===== src/rtl/core/sbc_pkg.sv =====
package sbc_pkg;

   localparam int FB_DEPTH_DEF   = 65536;
   localparam int MAX_SIDE_DEF   = 256;
   localparam int QUEUE_DEPTH    = 4;

   localparam int PIXEL_W        = 32;
   localparam int WORD_ADDR_W    = 16;
   localparam int FUNC_W         = 2;
   localparam int POS_W          = 10;
   localparam int SIDE_REG_W     = 9;
   localparam int COLOR_W        = 24;
   localparam int CSR_INDEX_W    = 3;
   localparam int CSR_DATA_W     = 24;
   localparam int OP_ADDR_W      = 2 * SIDE_REG_W;

   typedef enum logic [FUNC_W-1:0] {
      FUNC_PIXEL = 2'd0,
      FUNC_WRITE = 2'd1,
      FUNC_READ  = 2'd2,
      FUNC_NONE  = 2'd3
   } func_type;

   typedef enum logic [CSR_INDEX_W-1:0] {
      CSR_SPRITE_LEFT     = 3'd0,
      CSR_SPRITE_BASE_ROW = 3'd1,
      CSR_SPRITE_WIDTH    = 3'd2,
      CSR_SPRITE_HEIGHT   = 3'd3,
      CSR_SCREEN_COLUMNS  = 3'd4,
      CSR_SCREEN_ROWS     = 3'd5,
      CSR_IGNORE_COLOR    = 3'd6
   } csr_index_type;

   typedef enum logic [1:0] {
      OP_NOP   = 2'd0,
      OP_PIXEL = 2'd1,
      OP_WRITE = 2'd2,
      OP_READ  = 2'd3
   } op_kind_type;

   typedef struct packed {
      logic signed [POS_W-1:0] sprite_left;
      logic signed [POS_W-1:0] sprite_base_row;
      logic [SIDE_REG_W-1:0]   sprite_width;
      logic [SIDE_REG_W-1:0]   sprite_height;
      logic [SIDE_REG_W-1:0]   screen_columns;
      logic [SIDE_REG_W-1:0]   screen_rows;
      logic [COLOR_W-1:0]      ignore_color;
   } cfg_type;

   typedef struct packed {
      op_kind_type          kind;
      logic                 act;
      logic [OP_ADDR_W-1:0] addr;
      logic [PIXEL_W-1:0]   data;
      logic                 last;
   } op_type;

endpackage


===== src/rtl/core/sbc_queue.sv =====
module sbc_queue (
   input  logic            clock,
   input  logic            reset,
   input  logic            push_valid,
   output logic            push_ready,
   input  sbc_pkg::op_type push_op,
   output logic            pop_valid,
   input  logic            pop_ready,
   output sbc_pkg::op_type pop_op
);
   import sbc_pkg::*;

   localparam int PTR_W = $clog2(QUEUE_DEPTH);
   localparam int CNT_W = $clog2(QUEUE_DEPTH + 1);

   op_type           slot_ff [QUEUE_DEPTH];
   logic [PTR_W-1:0] wr_ptr_ff, wr_ptr_in;
   logic [PTR_W-1:0] rd_ptr_ff, rd_ptr_in;
   logic [CNT_W-1:0] count_ff, count_in;
   logic             do_push, do_pop;

   assign push_ready = count_ff != CNT_W'(QUEUE_DEPTH);
   assign pop_valid  = count_ff != '0;
   assign pop_op     = slot_ff[rd_ptr_ff];
   assign do_push    = push_valid && push_ready;
   assign do_pop     = pop_valid && pop_ready;

   always_comb begin
      wr_ptr_in = wr_ptr_ff;
      rd_ptr_in = rd_ptr_ff;
      count_in  = count_ff;
      if (do_push) begin
         wr_ptr_in = (int'(wr_ptr_ff) == QUEUE_DEPTH - 1) ? '0 : wr_ptr_ff + PTR_W'(1);
      end
      if (do_pop) begin
         rd_ptr_in = (int'(rd_ptr_ff) == QUEUE_DEPTH - 1) ? '0 : rd_ptr_ff + PTR_W'(1);
      end
      if (do_push && !do_pop) begin
         count_in = count_ff + CNT_W'(1);
      end else if (do_pop && !do_push) begin
         count_in = count_ff - CNT_W'(1);
      end
   end

   always_ff @(posedge clock) begin
      if (do_push) begin
         slot_ff[wr_ptr_ff] <= push_op;
      end
   end

   always_ff @(posedge clock) begin
      if (reset) begin
         wr_ptr_ff <= '0;
         rd_ptr_ff <= '0;
         count_ff  <= '0;
      end else begin
         wr_ptr_ff <= wr_ptr_in;
         rd_ptr_ff <= rd_ptr_in;
         count_ff  <= count_in;
      end
   end

endmodule


===== config.mk =====
export PLATFORM = sky130hd
export DESIGN_NAME = sbc_queue
export DESIGN_NICKNAME = d
export VERILOG_FILES = /design/src/rtl/core/sbc_pkg.sv /design/src/rtl/core/sbc_queue.sv
export SDC_FILE = /design/constraint.sdc
export NUM_CORES = 1
export LEC_CHECK = 0
export ABC_CLOCK_PERIOD_IN_PS = 5590
export BUFFER_PORTS_ARGS = -buffer_cell sky130_fd_sc_hd__buf_2
export CORE_MARGIN = 5
export CORE_UTILIZATION = 54
export CTS_BUF_LIST = sky130_fd_sc_hd__clkbuf_8
export CTS_CLUSTER_DIAMETER = 40
export CTS_CLUSTER_SIZE = 20
export DETAILED_ROUTE_END_ITERATION = 8
export MAX_ROUTING_LAYER = met4
export PLACE_DENSITY = 0.78
export RECOVER_POWER = 25
export SLEW_MARGIN = 25
export SYNTH_ARGS = -nofsm -noshare
export SYNTH_HDL_FRONTEND = slang
export SYNTH_SLANG_ARGS = --single-unit

===== constraint.sdc =====
create_clock -name clock -period 5.59 [get_ports clock]
set_input_delay 1.118 -clock clock [delete_from_list [all_inputs] [get_ports clock]]
set_output_delay 1.118 -clock clock [all_outputs]
set_load 0.1 [all_outputs]

==> impl_metrics.ini <==
[run_status]
status = finished, final reports clean

[power_and_ir_drop]
power_mw = 5.27
ir_worst_vdd_mv = 0.438
p_per_area_nw_per_um2 = 550
p_leak_nw = 3.16

[clocking]
cts_made_buffers = 27
cts_tree = yes
clkLatencyLatePin_ns = 0.53
cts_buffer_depth = 3
cts-root-buf = clkbuf_8
postCtsHoldBufs = 0
htreeDepth = 1
cts_resized = 0
cts_sinks = 225
clk_pin_slew_ns = 0.09
postCtsSetupRepairBufs = 0

[yosys]
synthArstFlopShare_pct = 0
yosys_warnings = 0
synth_edf_count = 216
synth_seq_cells = 225
yosysTopAreaCellShare_pct = 78.6
ys_seq_area_share_pct = 80.8
synth_area_leader_cell = edfxtp_1
syn_inst = 330
synth.area.top_cells = edfxtp_1 79%, mux4_2 15%, dfxtp_1 2.2%
ys_types = 27
synthFlopType = edfxtp_1
syn_nets = 395
avgSynthCellArea_um2 = 25.0
syn_area_um2 = 8250

[grt]
grt_overflow = 0
grt_start_max_net_pins = 44
grt_pass1_vias = 4014
gr-usage-all-layers_pct = 16.4
grt_pass1_wl_um = 21800
antenna_found_initial = 0

[routing]
drtIter0Drc = 162
dr.pass1.iters = 4
finalWirelength_um = 13900
drc = 0
vias_per_cell = 5.55
ant_nets = 0
vias = 3737
wl_per_cell_um = 20.6

[floorplanning]
start_util_pct = 54.7
die_x_um = 134
rows = 45
ios = 114
die_area_um2 = 17900
core_um2 = 15100
die_y_um = 134

[job]
maxCapViolations = 0

[timing]
hold_viol = 0
fin_crit_sh_pct = 69.2
skew_ns = 0.0173
maxClockFrequency_mhz = 259
slew_headroom_pct = 41.2
tns_ns = 0
min_period_ns = 3.87
slew_viol_final = 0
setup-violations-final = 0
rsz0062_at_grt = false
worst_pin_slew_ns = 0.882

[worst_hold_path]
min_from = wr_ptr_ff[1]
min_delay_worst_endpoint = wr_ptr_ff[1]
hold_depth = 2
hold_class = register to register

[final_layout]
drive_gt1_share_pct = 39.0
fin_nets = 529
syn_to_final_growth_pct = 16.3
diodes = 0
fin_util_pct = 63.6

[setup_path]
r2r_end = count_ff[2]
slowest_stage = dfxtp_4
end_kind = output port
path_buf_inv = 2
cp.required_ns = 4.47
slowest_delay_ns = 0.95
crit_arrival_ns = 2.75
startpoint_type = register
critical_path_class = register to output port
crit-reg2reg-launch = count_ff[0]
crit_path_max_fanout = 43
reg2reg_slack_ns = 2.95
r2r_cells = 7
critPathTopFamily = flip-flops
worstPathCellList = buf_4 -> mux4_2 -> buf_2

[placement]
gp_congestion = 0.721
io_buffers = 113
place_hpwl_um = 8720
==> layout make-up <==
class | count | area, um^2
Clock buffer | 27 | 372
Timing Repair Buffer | 119 | 557
Clock inverter | 23 | 248
Inverter | 3 | 11.3
Tap cell | 188 | 235
Multi-Input combinational cell | 88 | 1500
Sequential cell | 225 | 6670
Fill cell | 1067 | 5500
==> worst min-delay path, stage by stage, from the launching register on <==
cell	delay, ns
dfxtp_1	0.35
nand2b_1	0.08
mux2i_1	0.06
==> through the flow <==
step	hold WS, ns	area (um^2)	worst slack (ns)	std cells
floorplan	0.463	8250	2.93	330
detailed placement	0.503	9030	2.18	623
global placement	0.461	9030	2.19	623
finish	0.526	9590	1.72	673
global route	0.557	9590	1.43	673
CTS	0.523	9650	1.58	673
==> flip-flops by register name, indices dropped and copies added (netlist names), named ones only <==
register   cells
slot_ff      216
count_ff       3
wr_ptr_ff      2
rd_ptr_ff      2
==> cells in the final DEF, fill, tap and decap left out, types with 2 or more instances in the layout <==
cell type,netlist,routed
edfxtp_1,216,216
buf_2,1,70
mux4_2,54,54
clkbuf_1,1,43
clkbuf_8,0,27
inv_6,0,8
dfxtp_1,9,7
ha_1,6,6
buf_4,5,6
inv_1,3,4
and3_2,4,4
clkinv_4,0,4
inv_8,0,4
nor2_1,3,3
mux2i_1,3,3
clkinv_8,0,3
or3_2,2,2
xor2_1,2,2
a21oi_1,2,2
nand2b_1,2,2
clkinvlp_4,0,2
==> per-layer routing <==
layer | part of all wire (%) | GRT usage, % | vias up
li1 | - | - | 1683
met4 | 1.1 | 3.49 | 0
met2 | 52 | 27.6 | 124
met3 | 6.4 | 3.89 | 15
met1 | 40 | 20.6 | 1915
met5 | 0 | - | -
==> Yosys cell counts, types with 2 or more instances <==
cell / n
and3_2: 4
nand2b_1: 2
or3_2: 2
ha_1: 6
a21oi_1: 2
xor2_1: 2
buf_1: 5
buf_4: 5
clkbuf_2: 2
nor2_1: 3
inv_1: 3
mux2i_1: 3
mux4_2: 54
edfxtp_1: 216
dfxtp_1: 9
==> where the power goes <==
group          internal [mW]  leakage, nW  switching (mW)
clock                  0.565        0.311           0.669
combinational          0.397        0.792            1.48
sequential              2.04         2.05           0.119
==> worst max-delay path by stage <==
stage / to / slack (ns) / depth (start not counted)
after floorplan: count_ff[2] / 2.93 / 7
after global routing: pop_op[2] / 1.43 / 3
final: pop_op[2] / 1.72 / 3
after CTS: pop_op[2] / 1.58 / 3
after global placement: pop_op[46] / 2.19 / 3
after detailed placement: pop_op[2] / 2.18 / 3
==> kinds of logic after synthesis <==
family	share of synthesized area [%]
AOI/OAI and AO/OA	0.424
and+or+nand+nor	1.29
DFF	80.8
muxes	15.1
adders and majority gates	1.15
xor gates and xnor gates	0.212
buffers and inverters	1.05
No activity file was read; power rests on OpenSTA's default activity.
