[config.mk]
export PLATFORM = sky130hd
export DESIGN_NAME = sbc_front_flat
export DESIGN_NICKNAME = d
export VERILOG_FILES = /design/src/rtl/core/sbc_pkg.sv /design/src/rtl/core/sbc_channels.sv /design/src/rtl/core/sbc_front.sv /design/src/flat_wrapper.sv
export SDC_FILE = /design/constraint.sdc
export NUM_CORES = 1
export LEC_CHECK = 0
export BUFFER_PORTS_ARGS = -buffer_cell sky130_fd_sc_hd__buf_4
export CAP_MARGIN = 30
export CELL_PAD_IN_SITES_DETAIL_PLACEMENT = 1
export CELL_PAD_IN_SITES_GLOBAL_PLACEMENT = 2
export CORE_MARGIN = 1.5
export CORE_UTILIZATION = 28
export CTS_BUF_LIST = sky130_fd_sc_hd__clkbuf_2 sky130_fd_sc_hd__clkbuf_4 sky130_fd_sc_hd__clkbuf_8
export DETAILED_ROUTE_END_ITERATION = 8
export MAX_ROUTING_LAYER = met4
export PLACE_DENSITY = 0.83
export SLEW_MARGIN = 0
export SYNTH_ARGS = -nofsm -noshare
export SYNTH_HDL_FRONTEND = slang
export SYNTH_SLANG_ARGS = --single-unit
[constraint.sdc]
create_clock -name clock -period 8.9 [get_ports clock]
set_input_delay 0.445 -clock clock [delete_from_list [all_inputs] [get_ports clock]]
set_output_delay 0.445 -clock clock [all_outputs]
set_load 0.05 [all_outputs]
[src/rtl/core/sbc_pkg.sv]
package sbc_pkg;

   localparam int FB_DEPTH_DEF   = 65536;
   localparam int MAX_SIDE_DEF   = 256;
   localparam int QUEUE_DEPTH    = 4;

   localparam int PIXEL_W        = 32;
   localparam int WORD_ADDR_W    = 16;
   localparam int FUNC_W         = 2;
   localparam int POS_W          = 10;
   localparam int SIDE_REG_W     = 9;
   localparam int COLOR_W        = 24;
   localparam int CSR_INDEX_W    = 3;
   localparam int CSR_DATA_W     = 24;
   localparam int OP_ADDR_W      = 2 * SIDE_REG_W;

   typedef enum logic [FUNC_W-1:0] {
      FUNC_PIXEL = 2'd0,
      FUNC_WRITE = 2'd1,
      FUNC_READ  = 2'd2,
      FUNC_NONE  = 2'd3
   } func_type;

   typedef enum logic [CSR_INDEX_W-1:0] {
      CSR_SPRITE_LEFT     = 3'd0,
      CSR_SPRITE_BASE_ROW = 3'd1,
      CSR_SPRITE_WIDTH    = 3'd2,
      CSR_SPRITE_HEIGHT   = 3'd3,
      CSR_SCREEN_COLUMNS  = 3'd4,
      CSR_SCREEN_ROWS     = 3'd5,
      CSR_IGNORE_COLOR    = 3'd6
   } csr_index_type;

   typedef enum logic [1:0] {
      OP_NOP   = 2'd0,
      OP_PIXEL = 2'd1,
      OP_WRITE = 2'd2,
      OP_READ  = 2'd3
   } op_kind_type;

   typedef struct packed {
      logic signed [POS_W-1:0] sprite_left;
      logic signed [POS_W-1:0] sprite_base_row;
      logic [SIDE_REG_W-1:0]   sprite_width;
      logic [SIDE_REG_W-1:0]   sprite_height;
      logic [SIDE_REG_W-1:0]   screen_columns;
      logic [SIDE_REG_W-1:0]   screen_rows;
      logic [COLOR_W-1:0]      ignore_color;
   } cfg_type;

   typedef struct packed {
      op_kind_type          kind;
      logic                 act;
      logic [OP_ADDR_W-1:0] addr;
      logic [PIXEL_W-1:0]   data;
      logic                 last;
   } op_type;

endpackage

[src/rtl/core/sbc_channels.sv]
interface sbc_req_if;
   import sbc_pkg::*;

   logic                   valid;
   logic                   ready;
   logic [FUNC_W-1:0]      func;
   logic [PIXEL_W-1:0]     pixel;
   logic [WORD_ADDR_W-1:0] word_address;
   logic                   last;

   modport source (output valid, output func, output pixel, output word_address,
                   output last, input ready);
   modport sink   (input valid, input func, input pixel, input word_address,
                   input last, output ready);
endinterface


[src/rtl/core/sbc_front.sv]
module sbc_front #(
   parameter int FB_DEPTH        = sbc_pkg::FB_DEPTH_DEF,
   parameter int MAX_SPRITE_SIDE = sbc_pkg::MAX_SIDE_DEF
) (
   input  logic            clock,
   input  logic            reset,
   input  logic            enable,
   input  sbc_pkg::cfg_type cfg,
   sbc_req_if.sink         req_ch,
   output logic            push_valid,
   input  logic            push_ready,
   output sbc_pkg::op_type push_op
);
   import sbc_pkg::*;

   localparam int OFF_W  = $clog2(MAX_SPRITE_SIDE);
   localparam int SIDE_W = $clog2(MAX_SPRITE_SIDE + 1);

   logic [OFF_W-1:0]     col_off_ff, col_off_in;
   logic [OFF_W-1:0]     row_off_ff, row_off_in;
   logic [SIDE_W-1:0]    w_side, h_side;
   logic                 accept;
   func_type             func;
   int                   col_i, row_i;
   logic                 on_screen;
   logic [OP_ADDR_W-1:0] pix_addr;
   logic                 pix_in_range;
   logic                 word_in_range;

   always_comb begin
      if (cfg.sprite_width == '0) begin
         w_side = SIDE_W'(1);
      end else if (int'(cfg.sprite_width) > MAX_SPRITE_SIDE) begin
         w_side = SIDE_W'(MAX_SPRITE_SIDE);
      end else begin
         w_side = SIDE_W'(cfg.sprite_width);
      end
      if (cfg.sprite_height == '0) begin
         h_side = SIDE_W'(1);
      end else if (int'(cfg.sprite_height) > MAX_SPRITE_SIDE) begin
         h_side = SIDE_W'(MAX_SPRITE_SIDE);
      end else begin
         h_side = SIDE_W'(cfg.sprite_height);
      end
   end

   assign func          = func_type'(req_ch.func);
   assign req_ch.ready  = enable && push_ready;
   assign accept        = req_ch.valid && req_ch.ready;
   assign push_valid    = req_ch.valid && enable;

   assign col_i = int'($signed(cfg.sprite_left)) + int'(col_off_ff);
   assign row_i = int'($signed(cfg.sprite_base_row)) + int'(h_side) - int'(row_off_ff);

   assign on_screen = (col_i >= 0) && (row_i >= 0)
                   && (col_i < int'(cfg.screen_columns))
                   && (row_i < int'(cfg.screen_rows));

   assign pix_addr = OP_ADDR_W'(row_i[SIDE_REG_W-1:0]) * OP_ADDR_W'(cfg.screen_columns)
                   + OP_ADDR_W'(col_i[SIDE_REG_W-1:0]);

   assign pix_in_range  = 32'(pix_addr) < 32'(FB_DEPTH);
   assign word_in_range = 32'(req_ch.word_address) < 32'(FB_DEPTH);

   always_comb begin
      push_op.data = req_ch.pixel;
      push_op.last = 1'b0;
      push_op.addr = OP_ADDR_W'(req_ch.word_address);
      unique case (func)
         FUNC_PIXEL: begin
            push_op.kind = OP_PIXEL;
            push_op.act  = on_screen && pix_in_range && (req_ch.pixel != '0);
            push_op.addr = pix_addr;
            push_op.last = req_ch.last;
         end
         FUNC_WRITE: begin
            push_op.kind = OP_WRITE;
            push_op.act  = word_in_range;
         end
         FUNC_READ: begin
            push_op.kind = OP_READ;
            push_op.act  = word_in_range;
         end
         default: begin
            push_op.kind = OP_NOP;
            push_op.act  = 1'b0;
         end
      endcase
   end

   always_comb begin
      col_off_in = col_off_ff;
      row_off_in = row_off_ff;
      if (accept && func == FUNC_PIXEL) begin
         if (req_ch.last) begin
            col_off_in = '0;
            row_off_in = '0;
         end else if (int'(col_off_ff) + 1 >= int'(w_side)) begin
            col_off_in = '0;
            if (int'(row_off_ff) + 1 >= int'(h_side)) begin
               row_off_in = '0;
            end else begin
               row_off_in = row_off_ff + OFF_W'(1);
            end
         end else begin
            col_off_in = col_off_ff + OFF_W'(1);
         end
      end
   end

   always_ff @(posedge clock) begin
      if (reset) begin
         col_off_ff <= '0;
         row_off_ff <= '0;
      end else begin
         col_off_ff <= col_off_in;
         row_off_ff <= row_off_in;
      end
   end

endmodule

[src/flat_wrapper.sv]
// flat-port wrapper written by rule: the top's interface ports become plain ports
module sbc_front_flat import sbc_pkg::*;
#(
   parameter int FB_DEPTH        = sbc_pkg::FB_DEPTH_DEF,
   parameter int MAX_SPRITE_SIDE = sbc_pkg::MAX_SIDE_DEF
)
  (clock, reset, enable, cfg, push_valid, push_ready, push_op, req_ch_valid, req_ch_func, req_ch_pixel, req_ch_word_address, req_ch_last, req_ch_ready);
  sbc_req_if req_ch_i ();
  input  logic clock;
  input  logic reset;
  input  logic enable;
  input  sbc_pkg::cfg_type cfg;
  output logic push_valid;
  input  logic push_ready;
  output sbc_pkg::op_type push_op;
  input wire logic [$bits(req_ch_i.valid)-1:0] req_ch_valid;
  input wire logic [$bits(req_ch_i.func)-1:0] req_ch_func;
  input wire logic [$bits(req_ch_i.pixel)-1:0] req_ch_pixel;
  input wire logic [$bits(req_ch_i.word_address)-1:0] req_ch_word_address;
  input wire logic [$bits(req_ch_i.last)-1:0] req_ch_last;
  output wire logic [$bits(req_ch_i.ready)-1:0] req_ch_ready;
  assign req_ch_i.valid = req_ch_valid;
  assign req_ch_i.func = req_ch_func;
  assign req_ch_i.pixel = req_ch_pixel;
  assign req_ch_i.word_address = req_ch_word_address;
  assign req_ch_i.last = req_ch_last;
  assign req_ch_ready = req_ch_i.ready;
  sbc_front #(.FB_DEPTH(FB_DEPTH), .MAX_SPRITE_SIDE(MAX_SPRITE_SIDE)) u_core (.clock(clock), .reset(reset), .enable(enable), .cfg(cfg), .req_ch(req_ch_i), .push_valid(push_valid), .push_ready(push_ready), .push_op(push_op));
endmodule
==> results of run 1 <==
## worst paths after layout
kind	start	to	slack, ns
min reg2reg	u_core.row_off_ff[7]$_SDFFE_PP0P_	u_core.row_off_ff[7]$_SDFFE_PP0P_	0.51
max reg2reg	u_core.col_off_ff[1]$_SDFFE_PP0P_	u_core.col_off_ff[1]$_SDFFE_PP0P_	5.65
max	cfg[48]	push_op[51]	0.22
min	u_core.row_off_ff[7]$_SDFFE_PP0P_	u_core.row_off_ff[7]$_SDFFE_PP0P_	0.51
## worst max-delay path: cells and delay by family
family          cells  cell delay, ns
fa+ha+maj           9            3.58
simple gates       11            1.84
compound gates      7            1.33
buf+inv             7            0.56
xor+xnor            3            0.46
## layout by cell type (no fill, tap or decap), types with 5 or more instances in the layout
cell        n
a21oi_1    29
xor2_1     15
a21o_1     17
fa_1       57
nor4b_1     6
a211oi_2    5
a211oi_1    6
nor2_1     41
buf_4     191
a21oi_2     5
a22o_1      5
nand4_1     5
and3_1      8
and2_1     40
nor3_1     16
dfxtp_1    16
o21a_1     12
nor2b_1     7
xnor2_1    28
o21ai_0    27
nor4_1     12
mux2_2     11
ha_1      120
nand2_1    70
nand3_1    14
nand2b_1   15
inv_1     113
## final cells by class
| class | count | area, um^2 |
|---|---|---|
| multi-input cells | 644 | 5752 |
| inverters | 117 | 442.9 |
| well taps | 319 | 399.1 |
| fillers | 2853 | 14990 |
| repair buffers | 197 | 1509 |
| flip-flops and latches | 16 | 320.3 |
| clock buffers | 4 | 55.05 |
## routing by layer
| layer | part of all wire | vias to the layer above | GRT usage |
|---|---|---|---|
| li1 | - | 3087 | - |
| met1 | 0.46 | 2942 | 0.2003 |
| met2 | 0.51 | 117 | 0.2905 |
| met3 | 0.026 | 7 | 0.009912 |
| met4 | 0.0035 | 0 | 0.01707 |
| met5 | 0 | - | - |
## cell families after synthesis
group                    after synthesis  share of synthesized area
AND/OR/NAND/NOR                      262                     0.2076
buffers and inverters                164                     0.1102
AO/OA/AOI/OAI                        144                     0.1501
flip-flops                            16                    0.04791
XOR/XNOR                              45                    0.06008
multiplexers                          12                    0.02021
adder cells (fa/ha/maj)              181                     0.4039
## sequential cells by signal, indices dropped and copies added (netlist names)
signal,count
u_core.col_off_ff,8
u_core.row_off_ff,8
## timing repair
| item | 4_1_cts | 5_1_grt |
|---|---|---|
| endpoints found under the setup margin | 1 | 10 |
| buffers inserted | 0 | 11 |
| gates cloned | 0 | 0 |
| pin swaps | 0 | 34 |
| resized for setup | 1 | 43 |
## metrics by stage
| stage | area, um^2 | util | cells | TNS [ns] | hold slack, ns |
|---|---|---|---|---|---|
| finish | 8478 | 0.3612 | 1297 | 0 | 0.5112 |
| global route | 8478 | 0.3612 | 1297 | -0.2745 | 0.5499 |
| CTS | 8243 | 0.3512 | 1286 | 0 | 0.5153 |
| detailed placement | 8183 | 0.3486 | 1282 | -0.02897 | 0.4939 |
| global placement | 8175 | 0.3483 | 1281 | 0 | 0.4614 |
| floorplan | 6685 | - | 824 | 0 | 0.4493 |
==> results_dict.tcl, run 1 <==
set metrics [dict create \
    fin_crit_sh 0.9751 \
    overflow 0 \
    holdPathStages 1 \
    grt_max_degree 23 \
    die-area_um2 24810 \
    routedWlPerCell_um 14.94 \
    clock_tree.root_cell "clkbuf_8" \
    rows 56 \
    num-nets-final 1296 \
    crit_slowest_cell "fa_1" \
    portBuffers 167 \
    worstMarginPinSlew_ns 0.7083 \
    arrival_ns 8.23 \
    synth-seq-cells 16 \
    n_antenna_cell 0 \
    cts_tree "done" \
    area_delta_synth_final_pct 26.82 \
    synth_edf_count 0 \
    avgSynthCellArea_um2 8.113 \
    min_period_ns 8.678 \
    worst_hold_path_type "flop to flop" \
    ant_nets 0 \
    rr_worst_depth 12 \
    critical_path_required_ns 8.46 \
    fp.coreArea_um2 23470 \
    cp_max_fo 2 \
    die_w_um 157.5 \
    ys_warn_count 0 \
    start_util 0.2848 \
    ios 192 \
    path_clk_slew_ns 0.07 \
    via_per_inst 4.744 \
    synth_top_area_frac 0.2302 \
    setup_viol 0 \
    wl_um 19380 \
    clock-sinks 16 \
    status "complete, no violations" \
    timing.final.ws_setup_ns 0.2217 \
    drive_gt1_frac 0.2618 \
    cpPeakStageDelay_ns 0.52 \
    syn_inst 824 \
    dr.pass1.iters 4 \
    async_reset_ff_frac 0 \
    synth_ff_type "dfxtp_1" \
    ys_seq_area_frac 0.04791 \
    drv_cap 0 \
    place_congestion 0.7995 \
    antenna_found_initial 0 \
    rsz0062_at_grt "true" \
    fin_skew_ns 0.002918 \
    fp.dieH_um 157.5 \
    clkLatencyLatePin_ns 0.25 \
    ys_top_cells_by_area "ha_1, fa_1, inv_1" \
    cts_buffer_depth 2 \
    vias 6153 \
    worstSetupStartpointType "input pin" \
    drc_errors 0 \
    grt_pass1_vias 6406 \
    syn_area_um2 6685 \
    worst_setup_path_end_kind "output port" \
    grt_pass1_wl_um 31330 \
    htree_levels 1 \
    fmax_ghz 0.1152 \
    synthesis.nets 1141 \
    synth_area_leader_cell "ha_1" \
    synthDistinctLibCells 64 \
    yosysMostFrequentCell "ha_1" \
    track_usage 0.1599 \
    hold_viol 0 \
    synth.top_cells.by_count "ha_1, inv_1, nand2_1" \
    initialDrtViolationCount 96 \
    hpwl_um 16990 \
    hold_buffers 0 \
    detailedPlace.worstSlack_ns -0.02897 \
    critical_path_class "input pin to output port" \
    relSlewSlack 0.5262 \
    maxSlewViolCount 0 \
    cpMostUsedCell "fa_1" \
    cts_buffers 3 \
]
Power of run 1 is left out: the tool's default activity adds up to more than one toggle a clock period on the data nets, which glitch-free logic cannot reach.
==> run 2, diff against run 1 <==
CELL_PAD_IN_SITES_DETAIL_PLACEMENT = 2   (was 1)
==> results_dict.tcl, run 2 (synthesis gave the netlist of run 1 again) <==
set metrics [dict create \
    final_area_um2 8647 \
    fillers 2682 \
    vias 6516 \
    critical_path_required_ns 8.46 \
    cpPeakStageDelay_ns 0.55 \
    crit_slowest_cell "fa_1" \
    dr.pass1.iters 4 \
    initialDrtViolationCount 130 \
    overflow 0 \
    cts_buffer_depth 2 \
    path_clk_slew_ns 0.07 \
    area_delta_synth_final_pct 29.35 \
    antenna_found_initial 0 \
    cpMostUsedCell "fa_1" \
    grt_pass1_wl_um 36780 \
    cp_max_fo 2 \
    worst_hold_path_type "flop to flop" \
    mostFrequentLayoutCell "buf_4" \
    drc_errors 0 \
    hold_viol 0 \
    grt_max_degree 23 \
    die_w_um 157.5 \
    fmax_ghz 0.1125 \
    clock-sinks 16 \
    rows 56 \
    ios 192 \
    worstSetupStartpointType "input pin" \
    rsz0062_at_grt "true" \
    n_antenna_cell 0 \
    wl_um 23850 \
    final_core_util 0.3684 \
    clkLatencyLatePin_ns 0.25 \
    via_per_inst 4.966 \
    ant_nets 0 \
    worstMarginPinSlew_ns 0.7838 \
    final_cell_mix "buf_4, ha_1, inv_1" \
    cts_tree "done" \
    num-nets-final 1311 \
    place_area_um2 8183 \
    fp.coreArea_um2 23470 \
    htree_levels 1 \
    routedWlPerCell_um 18.17 \
    die-area_um2 24810 \
    min_period_ns 8.890 \
    r2r_setup_slack_ns 5.57 \
    drv_cap 0 \
    clock_tree.root_cell "clkbuf_8" \
    relSlewSlack 0.4757 \
    track_usage 0.1915 \
    setup_viol 0 \
    hpwl_um 20010 \
    maxSlewViolCount 0 \
    grt_pass1_vias 7333 \
    cts_buffers 3 \
    fp.dieH_um 157.5 \
    portBuffers 167 \
    status "complete, no violations" \
    worst_setup_path_end_kind "output port" \
    placed_cells_incl_taps 1282 \
    drive_gt1_frac 0.2860 \
    final_cells 1312 \
    fin_skew_ns 0.003401 \
    fin_crit_sh 0.9988 \
    place_congestion 0.7995 \
    reg_top3 "u_core.col_off_ff x8, u_core.row_off_ff x8" \
    critical_path_class "input pin to output port" \
    arrival_ns 8.44 \
    start_util 0.2848 \
]
==> run 2: timing repair <==
action                                  4_1_cts  5_1_grt
endpoints found under the setup margin        6       10
endpoints found under the hold margin         0        0
resized for setup                             6       55
hold buffers                                  0        0
buffers inserted                              9       17
pin swaps                                     4       39
==> run 2: final cells by class <==
class,count,area [um^2],share of cell area
clock buffers,4,55.05,0.006367
inverters,117,439.2,0.05079
multi-input cells,644,5804,0.6712
flip-flops and latches,16,320.3,0.03704
well taps,319,399.1,0.04616
repair buffers,212,1629,0.1884
==> run 2: critical path: cells and delay by family <==
family | cells | cell delay (ns)
adders and majority gates | 9 | 3.69
xor gates and xnor gates | 3 | 0.48
AOI/OAI and AO/OA | 8 | 1.78
and+or+nand+nor | 9 | 1.60
buffers and inverters | 6 | 0.44
==> run 2: worst paths after layout <==
kind                                     startpoint                                 to  cells after the start
setup / recovery                            cfg[48]                        push_op[51]                     35
hold / removal    u_core.row_off_ff[7]$_SDFFE_PP0P_  u_core.row_off_ff[7]$_SDFFE_PP0P_                      1
setup reg to reg  u_core.col_off_ff[1]$_SDFFE_PP0P_  u_core.col_off_ff[1]$_SDFFE_PP0P_                     12
hold reg to reg   u_core.row_off_ff[7]$_SDFFE_PP0P_  u_core.row_off_ff[7]$_SDFFE_PP0P_                      1
==> run 2: stage by stage <==
step	setup WS (ns)	setup TNS (ns)	hold WS [ns]
after global routing	-0.4018	-1.925	0.5329
after global placement	0.05431	0	0.4614
after detailed placement	-0.2772	-0.8785	0.5091
after floorplan	0.06926	0	0.4493
final	0.01041	0	0.5217
after CTS	0.007686	0	0.5251
==> run 2: routing by layer <==
layer	vias to the layer above	GRT usage	wire length (um)
met5	-	-	0
met2	142	0.3709	12990
li1	3114	-	-
met1	3233	0.2178	9902
met4	0	0.02920	337
met3	27	0.01267	614
Power of run 2 is left out for the same reason.
